$ cat src/rtl/seeprom_pkg.sv
// Shared types and constants for the two-wire serial EEPROM slave.
// No dependencies; imported by serial_eeprom_two_wire_slave_top.
package seeprom_pkg;

    typedef enum logic [2:0] {
        PH_SELECT  = 3'd0,
        PH_ADDRESS = 3'd1,
        PH_READ    = 3'd2,
        PH_WRITE   = 3'd3,
        PH_ACK     = 3'd4,
        PH_NOACK   = 3'd5,
        PH_ACKWAIT = 3'd6,
        PH_IDLE    = 3'd7
    } phase_t;

    localparam logic [7:0] SELECT_MASK  = 8'ha0;
    localparam logic [7:0] LOW7_MASK    = 8'h7f;
    localparam logic [3:0] BITS_PER_BYTE = 4'd8;
    localparam logic       MODE_SMALL   = 1'b0;
    localparam logic       MODE_FULL    = 1'b1;

    // Bit position of the next serial bit: MSB first in the large variant.
    function automatic logic [2:0] bit_pos(input logic mode, input logic [3:0] taken);
        logic [2:0] pos;
        pos = (mode == MODE_SMALL) ? taken[2:0] : (3'd7 - taken[2:0]);
        return pos;
    endfunction

endpackage

$ cat src/rtl/serial_eeprom_two_wire_slave_top.sv
// Two-wire serial EEPROM slave: line sampling, bus protocol and byte store.
// Depends on seeprom_pkg.
//
// Usage:
//   s_ channel carries one line sample per transaction (scl, sda). Every
//   accepted sample produces exactly one m_ transaction holding sda_out, the
//   level the device drives on the data line after that sample.
//   cfg channel writes size_mode (0 = 128-byte LSB-first, 1 = 256-byte
//   MSB-first with select check); write it only while the stream is idle.
// Throughput and timing:
//   One sample per cycle sustained while m_tready stays high; the result is registered and
//   appears in the cycle after the sample is accepted. A store read is issued at the
//   sample that needs it and its registered data is picked up by the following sample.
// Reset:
//   aresetn low clears the protocol state, selects the 256-byte mode and
//   marks every store byte invalid, so unwritten bytes read as zero at once.
// Stall:
//   The result register drains when m_tready is high; while it is full and
//   m_tready is low, s_tready drops and the sample stream holds.
module serial_eeprom_two_wire_slave_top #(
    parameter int STORE_BYTES = 256
) (
    input  logic       aclk,
    input  logic       aresetn,
    input  logic       s_tvalid,
    output logic       s_tready,
    input  logic [7:0] s_tdata,   // [0] scl, [1] sda, [7:2] zero
    output logic       m_tvalid,
    input  logic       m_tready,
    output logic [7:0] m_tdata,   // [0] sda_out, [7:1] zero
    input  logic       cfg_valid,
    output logic       cfg_ready,
    input  logic       cfg_data   // size_mode
);
    import seeprom_pkg::*;

    localparam int         IDX_W  = $clog2(STORE_BYTES);
    localparam logic [8:0] SIZE_W = 9'(STORE_BYTES);

    logic       size_mode_reg;
    logic       last_clock_reg, last_data_reg;
    phase_t     phase_reg, phase_next;
    phase_t     after_ack_reg, after_ack_next;
    logic [3:0] bits_reg, bits_next;
    logic [7:0] addr_reg, addr_next;
    logic [7:0] shift_reg, shift_next;
    logic       read_flag_reg, read_flag_next;
    logic       drive_reg, drive_next;
    logic       load_pend_reg, load_req;
    logic       store_we;

    logic [7:0]             mem [STORE_BYTES];
    logic [STORE_BYTES-1:0] vld_reg;
    logic [7:0]             rd_data_reg;
    logic                   rd_vld_reg;
    logic [IDX_W-1:0]       wr_idx, rd_idx;

    logic       m_tvalid_reg;
    logic       sda_out_reg;
    logic       s_accept;
    logic       scl, sda;
    logic [7:0] shift_eff;
    logic [2:0] pos;
    logic [7:0] addr_inc;
    logic [8:0] wr_a9, rd_a9;

    assign scl       = s_tdata[0];
    assign sda       = s_tdata[1];
    assign s_tready  = !m_tvalid_reg || m_tready;
    assign s_accept  = s_tvalid && s_tready;
    assign cfg_ready = 1'b1;
    assign m_tvalid  = m_tvalid_reg;
    assign m_tdata   = {7'd0, sda_out_reg};

    // A pending load resolves to the registered store data; invalid bytes read zero.
    assign shift_eff = load_pend_reg ? (rd_vld_reg ? rd_data_reg : 8'd0) : shift_reg;
    assign pos       = bit_pos(size_mode_reg, bits_reg);
    assign addr_inc  = (size_mode_reg == MODE_SMALL) ? {1'b0, addr_reg[6:0] + 7'd1}
                                                     : addr_reg + 8'd1;

    always_comb begin
        phase_next     = phase_reg;
        after_ack_next = after_ack_reg;
        bits_next      = bits_reg;
        addr_next      = addr_reg;
        shift_next     = shift_eff;
        read_flag_next = read_flag_reg;
        drive_next     = drive_reg;
        load_req       = 1'b0;
        store_we       = 1'b0;

        if (last_clock_reg && !sda && last_data_reg) begin
            // start condition
            phase_next = PH_SELECT;
            bits_next  = 4'd0;
            drive_next = 1'b1;
            if (size_mode_reg == MODE_SMALL) begin
                addr_next = 8'd0;
            end
        end else if (last_clock_reg && sda && !last_data_reg) begin
            // stop condition
            phase_next = PH_IDLE;
            drive_next = 1'b1;
        end else if (scl && !last_clock_reg) begin
            case (phase_reg)
                PH_SELECT, PH_WRITE: begin
                    if (bits_reg < BITS_PER_BYTE) begin
                        shift_next[pos] = sda;
                        bits_next       = bits_reg + 4'd1;
                    end
                end
                PH_ADDRESS: begin
                    if (bits_reg < BITS_PER_BYTE) begin
                        addr_next[pos] = sda;
                        bits_next      = bits_reg + 4'd1;
                    end
                end
                PH_ACK:   drive_next = 1'b0;
                PH_NOACK: drive_next = 1'b1;
                PH_ACKWAIT: begin
                    if (size_mode_reg != MODE_SMALL && !sda) begin
                        after_ack_next = PH_READ;
                        load_req       = 1'b1;
                    end else if (size_mode_reg != MODE_SMALL || !sda) begin
                        after_ack_next = PH_IDLE;
                    end
                end
                PH_READ: begin
                    if (bits_reg < BITS_PER_BYTE) begin
                        drive_next = shift_eff[pos];
                        bits_next  = bits_reg + 4'd1;
                    end
                end
                default: ;
            endcase
        end else if (!scl && last_clock_reg) begin
            case (phase_reg)
                PH_SELECT: begin
                    if (bits_reg == BITS_PER_BYTE) begin
                        drive_next = 1'b1;
                        if (size_mode_reg != MODE_SMALL &&
                            (shift_eff & SELECT_MASK) != SELECT_MASK) begin
                            phase_next     = PH_NOACK;
                            after_ack_next = PH_IDLE;
                        end else begin
                            phase_next = PH_ACK;
                            if (size_mode_reg == MODE_SMALL) begin
                                read_flag_next = shift_eff[7];
                                shift_next     = shift_eff & LOW7_MASK;
                                addr_next      = shift_eff & LOW7_MASK;
                            end else begin
                                read_flag_next = shift_eff[0];
                            end
                            if (read_flag_next) begin
                                after_ack_next = PH_READ;
                                load_req       = 1'b1;
                            end else begin
                                after_ack_next = (size_mode_reg == MODE_SMALL) ? PH_WRITE
                                                                               : PH_ADDRESS;
                            end
                        end
                    end
                end
                PH_ACK: begin
                    phase_next = after_ack_reg;
                    bits_next  = 4'd0;
                    drive_next = 1'b1;
                end
                PH_NOACK: begin
                    phase_next = PH_IDLE;
                    bits_next  = 4'd0;
                    drive_next = 1'b1;
                end
                PH_ACKWAIT: begin
                    if (size_mode_reg != MODE_SMALL) begin
                        phase_next = after_ack_reg;
                        bits_next  = 4'd0;
                        drive_next = 1'b1;
                    end
                end
                PH_READ: begin
                    if (bits_reg == BITS_PER_BYTE) begin
                        phase_next = PH_ACKWAIT;
                        drive_next = 1'b1;
                        addr_next  = addr_inc;
                    end
                end
                PH_WRITE: begin
                    if (bits_reg == BITS_PER_BYTE) begin
                        phase_next = PH_ACK;
                        if (size_mode_reg != MODE_SMALL) begin
                            bits_next      = 4'd0;
                            after_ack_next = PH_WRITE;
                        end else begin
                            after_ack_next = PH_IDLE;
                        end
                        store_we  = 1'b1;
                        addr_next = addr_inc;
                    end
                end
                PH_ADDRESS: begin
                    if (bits_reg == BITS_PER_BYTE) begin
                        bits_next      = 4'd0;
                        phase_next     = PH_ACK;
                        after_ack_next = read_flag_reg ? PH_IDLE : PH_WRITE;
                        drive_next     = 1'b1;
                    end
                end
                default: ;
            endcase
        end
    end

    // Fold the byte address onto the store; address is below twice the store size.
    always_comb begin
        wr_a9 = {1'b0, addr_reg};
        if (wr_a9 >= SIZE_W) begin
            wr_a9 = wr_a9 - SIZE_W;
        end
        rd_a9 = {1'b0, addr_next};
        if (rd_a9 >= SIZE_W) begin
            rd_a9 = rd_a9 - SIZE_W;
        end
    end
    assign wr_idx = wr_a9[IDX_W-1:0];
    assign rd_idx = rd_a9[IDX_W-1:0];

    always_ff @(posedge aclk) begin
        if (s_accept && store_we) begin
            mem[wr_idx] <= shift_eff;
        end
        if (s_accept && load_req) begin
            rd_data_reg <= mem[rd_idx];
        end
    end

    always_ff @(posedge aclk) begin
        if (!aresetn) begin
            vld_reg    <= '0;
            rd_vld_reg <= 1'b0;
        end else if (s_accept) begin
            if (store_we) begin
                vld_reg[wr_idx] <= 1'b1;
            end
            if (load_req) begin
                rd_vld_reg <= vld_reg[rd_idx];
            end
        end
    end

    always_ff @(posedge aclk) begin
        if (!aresetn) begin
            size_mode_reg <= MODE_FULL;
        end else if (cfg_valid && cfg_ready) begin
            size_mode_reg <= cfg_data;
        end
    end

    always_ff @(posedge aclk) begin
        if (!aresetn) begin
            last_clock_reg <= 1'b0;
            last_data_reg  <= 1'b0;
            phase_reg      <= PH_IDLE;
            after_ack_reg  <= PH_SELECT;
            bits_reg       <= 4'd0;
            addr_reg       <= 8'd0;
            shift_reg      <= 8'd0;
            read_flag_reg  <= 1'b0;
            drive_reg      <= 1'b1;
            load_pend_reg  <= 1'b0;
        end else if (s_accept) begin
            last_clock_reg <= scl;
            last_data_reg  <= sda;
            phase_reg      <= phase_next;
            after_ack_reg  <= after_ack_next;
            bits_reg       <= bits_next;
            addr_reg       <= addr_next;
            shift_reg      <= shift_next;
            read_flag_reg  <= read_flag_next;
            drive_reg      <= drive_next;
            load_pend_reg  <= load_req;
        end
    end

    // Result register: refill on accept, drain on downstream take.
    always_ff @(posedge aclk) begin
        if (!aresetn) begin
            m_tvalid_reg <= 1'b0;
        end else if (s_accept) begin
            m_tvalid_reg <= 1'b1;
        end else if (m_tready) begin
            m_tvalid_reg <= 1'b0;
        end
    end

    always_ff @(posedge aclk) begin
        if (s_accept) begin
            sda_out_reg <= drive_next;
        end
    end

    a_pend_from_accept: assert property (@(posedge aclk) disable iff (!aresetn)
        $rose(load_pend_reg) |-> $past(s_accept))
        else $error("store load pending without an accepted sample");

    a_bits_bounded: assert property (@(posedge aclk) disable iff (!aresetn)
        bits_reg <= BITS_PER_BYTE)
        else $error("bit counter beyond one byte");

    a_drive_low_phase: assert property (@(posedge aclk) disable iff (!aresetn)
        !drive_reg |-> (phase_reg == PH_ACK || phase_reg == PH_READ))
        else $error("data line driven low outside acknowledge or read");

    a_result_follows: assert property (@(posedge aclk) disable iff (!aresetn)
        s_accept |=> (m_tvalid_reg && sda_out_reg == drive_reg))
        else $error("result register does not match protocol state");

endmodule
$ cat config.mk
export PLATFORM = sky130hd
export DESIGN_NAME = serial_eeprom_two_wire_slave_top
export DESIGN_NICKNAME = d
export VERILOG_FILES = /design/src/rtl/seeprom_pkg.sv /design/src/rtl/serial_eeprom_two_wire_slave_top.sv
export SDC_FILE = /design/constraint.sdc
export NUM_CORES = 2
export LEC_CHECK = 0
export BUFFER_PORTS_ARGS = -buffer_cell sky130_fd_sc_hd__buf_2
export CAP_MARGIN = 5
export CORE_MARGIN = 2
export CORE_UTILIZATION = 50
export CTS_CLUSTER_SIZE = 8
export DETAILED_ROUTE_END_ITERATION = 10
export PLACE_DENSITY = 0.63
export SLEW_MARGIN = 20
export SYNTH_ARGS = -nofsm -noshare
export SYNTH_HDL_FRONTEND = slang
export SYNTH_SLANG_ARGS = --single-unit
$ cat constraint.sdc
create_clock -name aclk -period 12.38 [get_ports aclk]
set_clock_uncertainty 0.2 [all_clocks]
set_input_delay 2.476 -clock aclk [delete_from_list [all_inputs] [get_ports aclk]]
set_output_delay 2.476 -clock aclk [all_outputs]
set_load 0.02 [all_outputs]
; Word-level counts from Yosys, hierarchy flattened
; Memory sizes are Yosys's and may differ from the RTL's. A register that Yosys moved wholly into a read port is not among the register bits.
; Cells that the tools add are included.
[totals]
inputBits = 14
ramBits = 2048
regBits = 291
n_memories = 1
[mem_list]
columns = memory, words, width, read_ports, rd_ports_with_merged_regs, wr, line_no
row1 = mem, 256, 8, 1, 1, 1, serial_eeprom_two_wire_slave_top.sv:52  ; logic [7:0] mem [STORE_BYTES];
[op_classes]
n_lt_le_gt_ge = 6
add_sub_neg = 4
eq_ne = 23
muxes = 107
bitwise = 5
n_reduce_logical = 40
[ops]
columns = op, count
row1 = 256-bit OR, 1
row2 = 8-bit two-way mux, 24
row3 = 3-bit two-way mux, 20
row4 = 1-bit two-way mux, 40
row5 = 4-bit two-way mux, 9
row6 = 8-bit AND reduction, 3
row7 = "4-bit != test, second input constant", 5
row8 = "8-bit by 9-bit less-than comparator with 1-bit output, second input constant", 2
row9 = 3-bit case mux with 6 select lines, 1
row10 = 8-bit bitwise mux, 2
row11 = 4-bit case mux with 4 select lines, 1
row12 = 8-bit case mux with 2 select lines, 1
row13 = "3-bit != test, second input constant", 5
row14 = 1-bit logical AND, 13
row15 = 10-bit AND reduction, 1
row16 = "3-bit == test, second input constant", 3
row17 = 3-bit case mux with 3 select lines, 1
row18 = "8-bit by 1-bit adder with 8-bit output, second input constant", 1
row19 = 1-bit binary-select mux with 8-bit select, 1
row20 = 1-bit demux with 8-bit select, 1
row21 = "8-bit by 1-bit greater-or-equal comparator with 1-bit output, second input constant", 1
row22 = 8-bit nonzero test, 1
row23 = 2-bit OR reduction, 4
row24 = "7-bit by 1-bit adder with 7-bit output, second input constant", 1
row25 = 28 further kinds, 43

; Longest topological paths before layout
[logic_depth]
depth_word = 20
depth_mapped = 20
mapped_depth_nobuf = 13

; Worst setup path before layout
; No wires, ideal clock.
[synth_path]
path_type = reg-to-reg
from = register load_pend_reg
to = register rd_data_reg[6] (read register of mem), data pin
stages_incl_launch_ff = 13
synth_period_minus_slack_ps = 6938
t_arrival_ps = 6469
slack_ps = 5442
setup_time_ps = 269
cell_sequence = dfxtp_1 > clkbuf_1 > and2_1 > a22o_1 > o2111ai_2 > a311oi_4 > buf_4 > buf_2 > clkbuf_1 > o21ai_0 > and3_1 > nor4_1 > nor4_2
[synth_between]
word_cells_on_any_way = 28
[synth_lines]
columns = element, line_no
row1 = start: declaration, serial_eeprom_two_wire_slave_top.sv:49  ; logic load_pend_reg, load_req;
row2 = start signal: assignment, serial_eeprom_two_wire_slave_top.sv:281  ; load_pend_reg <= load_req;
row3 = 8-bit two-way mux, serial_eeprom_two_wire_slave_top.sv:76  ; assign shift_eff = load_pend_reg ? (rd_vld_reg ? rd_data_reg : 8'd0) : shift_reg;
row4 = named net shift_eff[2], serial_eeprom_two_wire_slave_top.sv:62  ; logic [7:0] shift_eff;
row5 = 8-bit two-way mux, serial_eeprom_two_wire_slave_top.sv:147  ; if (size_mode_reg == MODE_SMALL) begin
row6 = 8-bit two-way mux, serial_eeprom_two_wire_slave_top.sv:141  ; if (size_mode_reg != MODE_SMALL &&
row7 = 8-bit two-way mux, serial_eeprom_two_wire_slave_top.sv:139  ; if (bits_reg == BITS_PER_BYTE) begin
row8 = 8-bit case mux with 2 select lines, serial_eeprom_two_wire_slave_top.sv:137  ; case (phase_reg)
row9 = 8-bit two-way mux, serial_eeprom_two_wire_slave_top.sv:136  ; end else if (!scl && last_clock_reg) begin
row10 = 8-bit two-way mux, serial_eeprom_two_wire_slave_top.sv:104  ; end else if (scl && !last_clock_reg) begin
row11 = 8-bit two-way mux, serial_eeprom_two_wire_slave_top.sv:100  ; end else if (last_clock_reg && sda && !last_data_reg) begin
row12 = 8-bit two-way mux, serial_eeprom_two_wire_slave_top.sv:92  ; if (last_clock_reg && !sda && last_data_reg) begin
row13 = end: declaration, serial_eeprom_two_wire_slave_top.sv:54  ; logic [7:0] rd_data_reg;
; The timed path passes the listed nets, and every way through them passes these cells. The select of a mux whose other input is x is not followed.
; A chain may end at the register's enable or synchronous reset.

; Worst setup path after layout
[layout_path]
from = input port s_tdata[0]
to = register rd_data_reg[1] (read register of mem), data pin
[layout_between]
elab_chain_cells = 7
word_cells_on_any_way = 12
[layout_lines]
columns = element, line_no
row1 = start: declaration, serial_eeprom_two_wire_slave_top.sv:27  ; input logic [7:0] s_tdata,
row2 = 1-bit zero test, serial_eeprom_two_wire_slave_top.sv:136
row3 = 1-bit logical AND, serial_eeprom_two_wire_slave_top.sv:136
row4 = 1-bit two-way mux, serial_eeprom_two_wire_slave_top.sv:136
row5 = 1-bit two-way mux, serial_eeprom_two_wire_slave_top.sv:104
row6 = 1-bit two-way mux, serial_eeprom_two_wire_slave_top.sv:100
row7 = 1-bit two-way mux, serial_eeprom_two_wire_slave_top.sv:92
row8 = 1-bit logical AND, serial_eeprom_two_wire_slave_top.sv:232  ; if (s_accept && load_req) begin
; Parallel ways exist; a longest one is shown, timed or not.

==> flow_metrics.py <==
metrics = {
    "critical_path": {
        "timing.critical_path.from_type": "primary input",
        "crit_path_end": "rd_data_reg[1]$_DFFE_PP_",
        "critical_path.endpoint_type": "register",
        "crit-reg2reg-capture": "rd_data_reg[1]$_DFFE_PP_",
        "worst-path-max-fanout": 33,
        "required_ps": 12800,
        "data_arrival_time_of_the_worst_path_ps": 8580,
        "setup.worst_path.class": "primary input to register",
        "crit_start": "s_tdata[0]",
        "worst_r2r_path_depth": 14,
        "setup.reg_to_reg.worst_slack_ps": 5310,
        "worstReg2RegStart": "last_clock_reg$_SDFFE_PN0P_",
    },
    "job": {
        "drv.max_cap_violation_count": 0,
    },
    "min_path": {
        "path_class_of_the_lowest_slack_min_delay_path": "register to register",
    },
    "synthesis": {
        "ys_ff_latch": 2347,
        "synth_area_leader_cell": "sky130_fd_sc_hd__edfxtp_1",
        "netlist_instances": 7193,
        "yosysUniqueCellTypes": 104,
        "synth_sequential_area_ratio_pct": 70.3,
        "synth-main-ff-cell": "sky130_fd_sc_hd__edfxtp_1",
        "synthArstFlopShare_pct": 0,
        "synthesis.area_um2": 96100,
        "syn-mean-instance-area_um2": 13.4,
        "number_of_enable_type_register_cells_in_the_synthesized_netlist": 2057,
        "ys.warnings.count": 0,
        "synth_top_area_share_pct": 64.3,
        "main_area_contributors_after_synthesis": "sky130_fd_sc_hd__edfxtp_1, sky130_fd_sc_hd__dfxtp_1, sky130_fd_sc_hd__nand2_1, sky130_fd_sc_hd__mux2i_1, sky130_fd_sc_hd__o21a_1",
    },
    "floorplanning": {
        "number_of_placement_rows": 160,
        "num_io_pins": 25,
        "starting_utilization_of_the_core_area_pct": 50.4,
        "design.die.area_um2": 196000,
        "fp.dieH_um": 442,
        "placeableCoreArea_um2": 191000,
        "die-width_um": 442,
    },
    "place": {
        "dpl-instance-area_um2": 98300,
        "place_hpwl_um": 171000,
        "count_of_input_and_output_buffers": 10,
        "finalWeightedCongestion": 0.910,
        "dp_worst_setup_slack_ps": 3510,
    },
    "global_route": {
        "grt_first_pass_wirelength_um": 429000,
        "initial_antenna_violation_count": 11,
        "groute.usage.overall_pct": 29.9,
        "pin_count_of_the_biggest_net_entering_global_routing": 162,
        "grt_pass1_vias": 60000,
        "grt_remaining_overflow": 0,
    },
    "cts": {
        "cts_num_sinks": 2347,
        "tritoncts": "done",
        "clock_latency_ps": 960,
        "cts_htree_levels": 5,
        "root_buffer": "sky130_fd_sc_hd__clkbuf_16",
        "cts_hold_buffers": 0,
        "cts.repair.resized": 0,
        "cts_post_setup_buffers_inserted": 0,
        "cts_buffers": 343,
        "cts.reportedPaths.clkPinSlew_ps": 50,
        "max-clock-path-buffers": 4,
    },
    "power": {
        "p_per_area_nw_per_um2": 169,
        "peakVddDrop_uv": 160,
        "seq_power_share_pct": 46.7,
        "intPower_mw": 14.0,
        "p_switching_mw": 4.24,
        "power.share.clock_pct": 46.6,
        "comb_power_share_pct": 6.8,
        "power.share.switching_pct": 23.3,
        "leakage_nw": 37.3,
    },
    "timing": {
        "grt_setup_unrepaired": "false",
        "final.setup.worst_slack_ps": 4220,
        "fin_setup_tns_ps": 0,
        "timing.fmax_mhz": 123,
        "final_period_minus_worst_setup_slack_ps": 8160,
        "final_hold_viol_count": 0,
        "max_slew_margin_pct": 10.3,
        "setup_viol": 0,
        "worst_pin_slew_ps": 1330,
        "finalMaxSlewViolations": 0,
        "post-route-period-util_pct": 65.9,
        "timing.hold.ws_ps": 255,
    },
    "drt": {
        "drtPass1Iterations": 6,
        "detail_route.vias_per_cell": 6.45,
        "detail-route-antenna-nets": 0,
        "drt_drc_violations_left": 0,
        "routed-via-count": 64100,
        "totalWireLength_um": 299000,
        "wl_per_cell_um": 30.0,
        "dr.first_iter.drc_count": 9240,
    },
    "final_layout": {
        "fin_util_pct": 56.7,
        "area_growth_pct": 12.5,
        "fin_nets": 7191,
        "largest_register_ff_count": 2048,
        "final_cell_area_um2": 108000,
        "final_layout_size_suffix_gt1_share_pct": 9.09,
    },
    "outcome": {
        "run_status": "finished clean",
    },
}
-- area by class of cell --
class / instances / area, µm²
Antenna cell: 6 / 15.0
Clock buffer: 595 / 9610
Clock inverter: 8 / 81.3
Fill cell: 15200 / 82500
Inverter: 16 / 82.6
Multi-Input combinational cell: 4301 / 26200
Sequential cell: 2347 / 67600
Tap cell: 2511 / 3140
Timing Repair Buffer: 160 / 1410
-- cell families (layout without fill, tap and decap cells) --
logic type      after synthesis  in the layout  share of synthesized area [%]
simple gates               2392           2392                           11.2
flops                      2347           2347                           70.3
compound gates             1485           1485                           11.1
buf+inv                     551            779                           2.79
mux                         404            404                           4.43
fa+ha+maj                     8              8                          0.104
xor+xnor                      4              4                         0.0365
other cells                   2             14                        0.00782
-- critical path, cell delays in order --
cell                        delay (ps)
sky130_fd_sc_hd__buf_2             110
sky130_fd_sc_hd__ha_1              800
sky130_fd_sc_hd__nor2b_1           570
sky130_fd_sc_hd__o2111ai_1         260
sky130_fd_sc_hd__a21oi_1           340
sky130_fd_sc_hd__a311o_2           420
sky130_fd_sc_hd__buf_4             610
sky130_fd_sc_hd__nor2_4            300
sky130_fd_sc_hd__buf_4             430
sky130_fd_sc_hd__a221oi_1          720
sky130_fd_sc_hd__a21boi_0          320
sky130_fd_sc_hd__a211oi_1          110
sky130_fd_sc_hd__a2111oi_2         860
sky130_fd_sc_hd__nor4bb_2          170
-- per-stage QoR --
stage / instances / power, mW
2_1_floorplan: 7199 / 9.31
6_report: 9944 / 18.2
4_1_cts: 9937 / 18.2
5_1_grt: 9939 / 18.6
3_5_place_dp: 9334 / 9.85
3_3_place_gp: 9334 / 9.84
-- cell usage in the layout, fill, tap and decap left out, types with 27 or more instances in the layout --
cell,count
sky130_fd_sc_hd__a211oi_1,61
sky130_fd_sc_hd__a21boi_0,66
sky130_fd_sc_hd__a21oi_1,212
sky130_fd_sc_hd__a221oi_1,29
sky130_fd_sc_hd__a22oi_1,36
sky130_fd_sc_hd__a311oi_1,45
sky130_fd_sc_hd__a31oi_1,99
sky130_fd_sc_hd__a32oi_1,41
sky130_fd_sc_hd__and3_1,244
sky130_fd_sc_hd__buf_4,132
sky130_fd_sc_hd__clkbuf_1,248
sky130_fd_sc_hd__clkbuf_16,347
sky130_fd_sc_hd__dfxtp_1,290
sky130_fd_sc_hd__edfxtp_1,2057
sky130_fd_sc_hd__mux2_2,37
sky130_fd_sc_hd__mux2i_1,354
sky130_fd_sc_hd__nand2_1,1226
sky130_fd_sc_hd__nand3_1,292
sky130_fd_sc_hd__nor2_1,325
sky130_fd_sc_hd__nor3_1,90
sky130_fd_sc_hd__nor4_1,34
sky130_fd_sc_hd__o2111ai_1,27
sky130_fd_sc_hd__o211ai_1,73
sky130_fd_sc_hd__o21a_1,259
sky130_fd_sc_hd__o21ai_0,163
sky130_fd_sc_hd__o221ai_1,79
sky130_fd_sc_hd__o22ai_1,50
sky130_fd_sc_hd__o32ai_1,37
-- Yosys cell counts (13+ instances only) --
library cell and n:
sky130_fd_sc_hd__o311ai_0 13, sky130_fd_sc_hd__buf_1 23, sky130_fd_sc_hd__buf_6 17, sky130_fd_sc_hd__a31oi_1 99, sky130_fd_sc_hd__nand2_1 1240, sky130_fd_sc_hd__and3_1 244
sky130_fd_sc_hd__buf_2 239, sky130_fd_sc_hd__inv_1 14, sky130_fd_sc_hd__a221o_1 14, sky130_fd_sc_hd__or4_1 18, sky130_fd_sc_hd__mux2i_1 354, sky130_fd_sc_hd__and2_1 18
sky130_fd_sc_hd__clkbuf_1 206, sky130_fd_sc_hd__edfxtp_1 2057, sky130_fd_sc_hd__a211oi_1 62, sky130_fd_sc_hd__o21a_1 261, sky130_fd_sc_hd__o22ai_1 50, sky130_fd_sc_hd__mux2_2 37
sky130_fd_sc_hd__a31o_2 19, sky130_fd_sc_hd__nor2_1 335, sky130_fd_sc_hd__buf_4 50, sky130_fd_sc_hd__a221oi_1 29, sky130_fd_sc_hd__a32oi_1 41, sky130_fd_sc_hd__nor2b_1 20
sky130_fd_sc_hd__a21oi_1 212, sky130_fd_sc_hd__nor4_1 37, sky130_fd_sc_hd__o221ai_1 79, sky130_fd_sc_hd__o21ai_0 164, sky130_fd_sc_hd__o211ai_1 73, sky130_fd_sc_hd__nand4_1 23
sky130_fd_sc_hd__dfxtp_1 290, sky130_fd_sc_hd__a2111oi_0 32, sky130_fd_sc_hd__o2111ai_1 27, sky130_fd_sc_hd__a22oi_1 36, sky130_fd_sc_hd__o32ai_1 37, sky130_fd_sc_hd__nand3_1 296
sky130_fd_sc_hd__nor3_1 93, sky130_fd_sc_hd__a21boi_0 66, sky130_fd_sc_hd__a311oi_1 45, sky130_fd_sc_hd__mux4_2 13
-- power by group through the flow --
stage | combinational (mW) | clock [mW] | sequential [mW]
finish | 1.23 | 8.50 | 8.51
CTS | 1.19 | 8.54 | 8.51
global placement | 1.18 | 0 | 8.66
floorplan | 0.653 | 0 | 8.66
global route | 1.26 | 8.88 | 8.50
detailed placement | 1.19 | 0 | 8.66
-- how the worst min path moves through the flow --
stage                               from                   endpoint  slack [ps]  cells past startpoint
3_3_place_gp   vld_reg[179]$_SDFFE_PN0P_  vld_reg[179]$_SDFFE_PN0P_         240                      1
4_1_cts         vld_reg[11]$_SDFFE_PN0P_   vld_reg[11]$_SDFFE_PN0P_         260                      1
5_1_grt         vld_reg[11]$_SDFFE_PN0P_   vld_reg[11]$_SDFFE_PN0P_         270                      1
2_1_floorplan   vld_reg[11]$_SDFFE_PN0P_   vld_reg[11]$_SDFFE_PN0P_         230                      1
6_report        vld_reg[11]$_SDFFE_PN0P_   vld_reg[11]$_SDFFE_PN0P_         250                      1
3_5_place_dp    vld_reg[11]$_SDFFE_PN0P_   vld_reg[11]$_SDFFE_PN0P_         250                      1
-- layer usage --
metal | track usage (%) | wire, µm | vias to the layer above
li1 | - | - | 27400
met1 | 41.6 | 119000 | 32300
met2 | 44.0 | 131000 | 3692
met3 | 7.91 | 34300 | 746
met4 | 13.5 | 14200 | 8
met5 | 0 | 60 | -
Note: power is estimated with default switching activity, not from simulation.
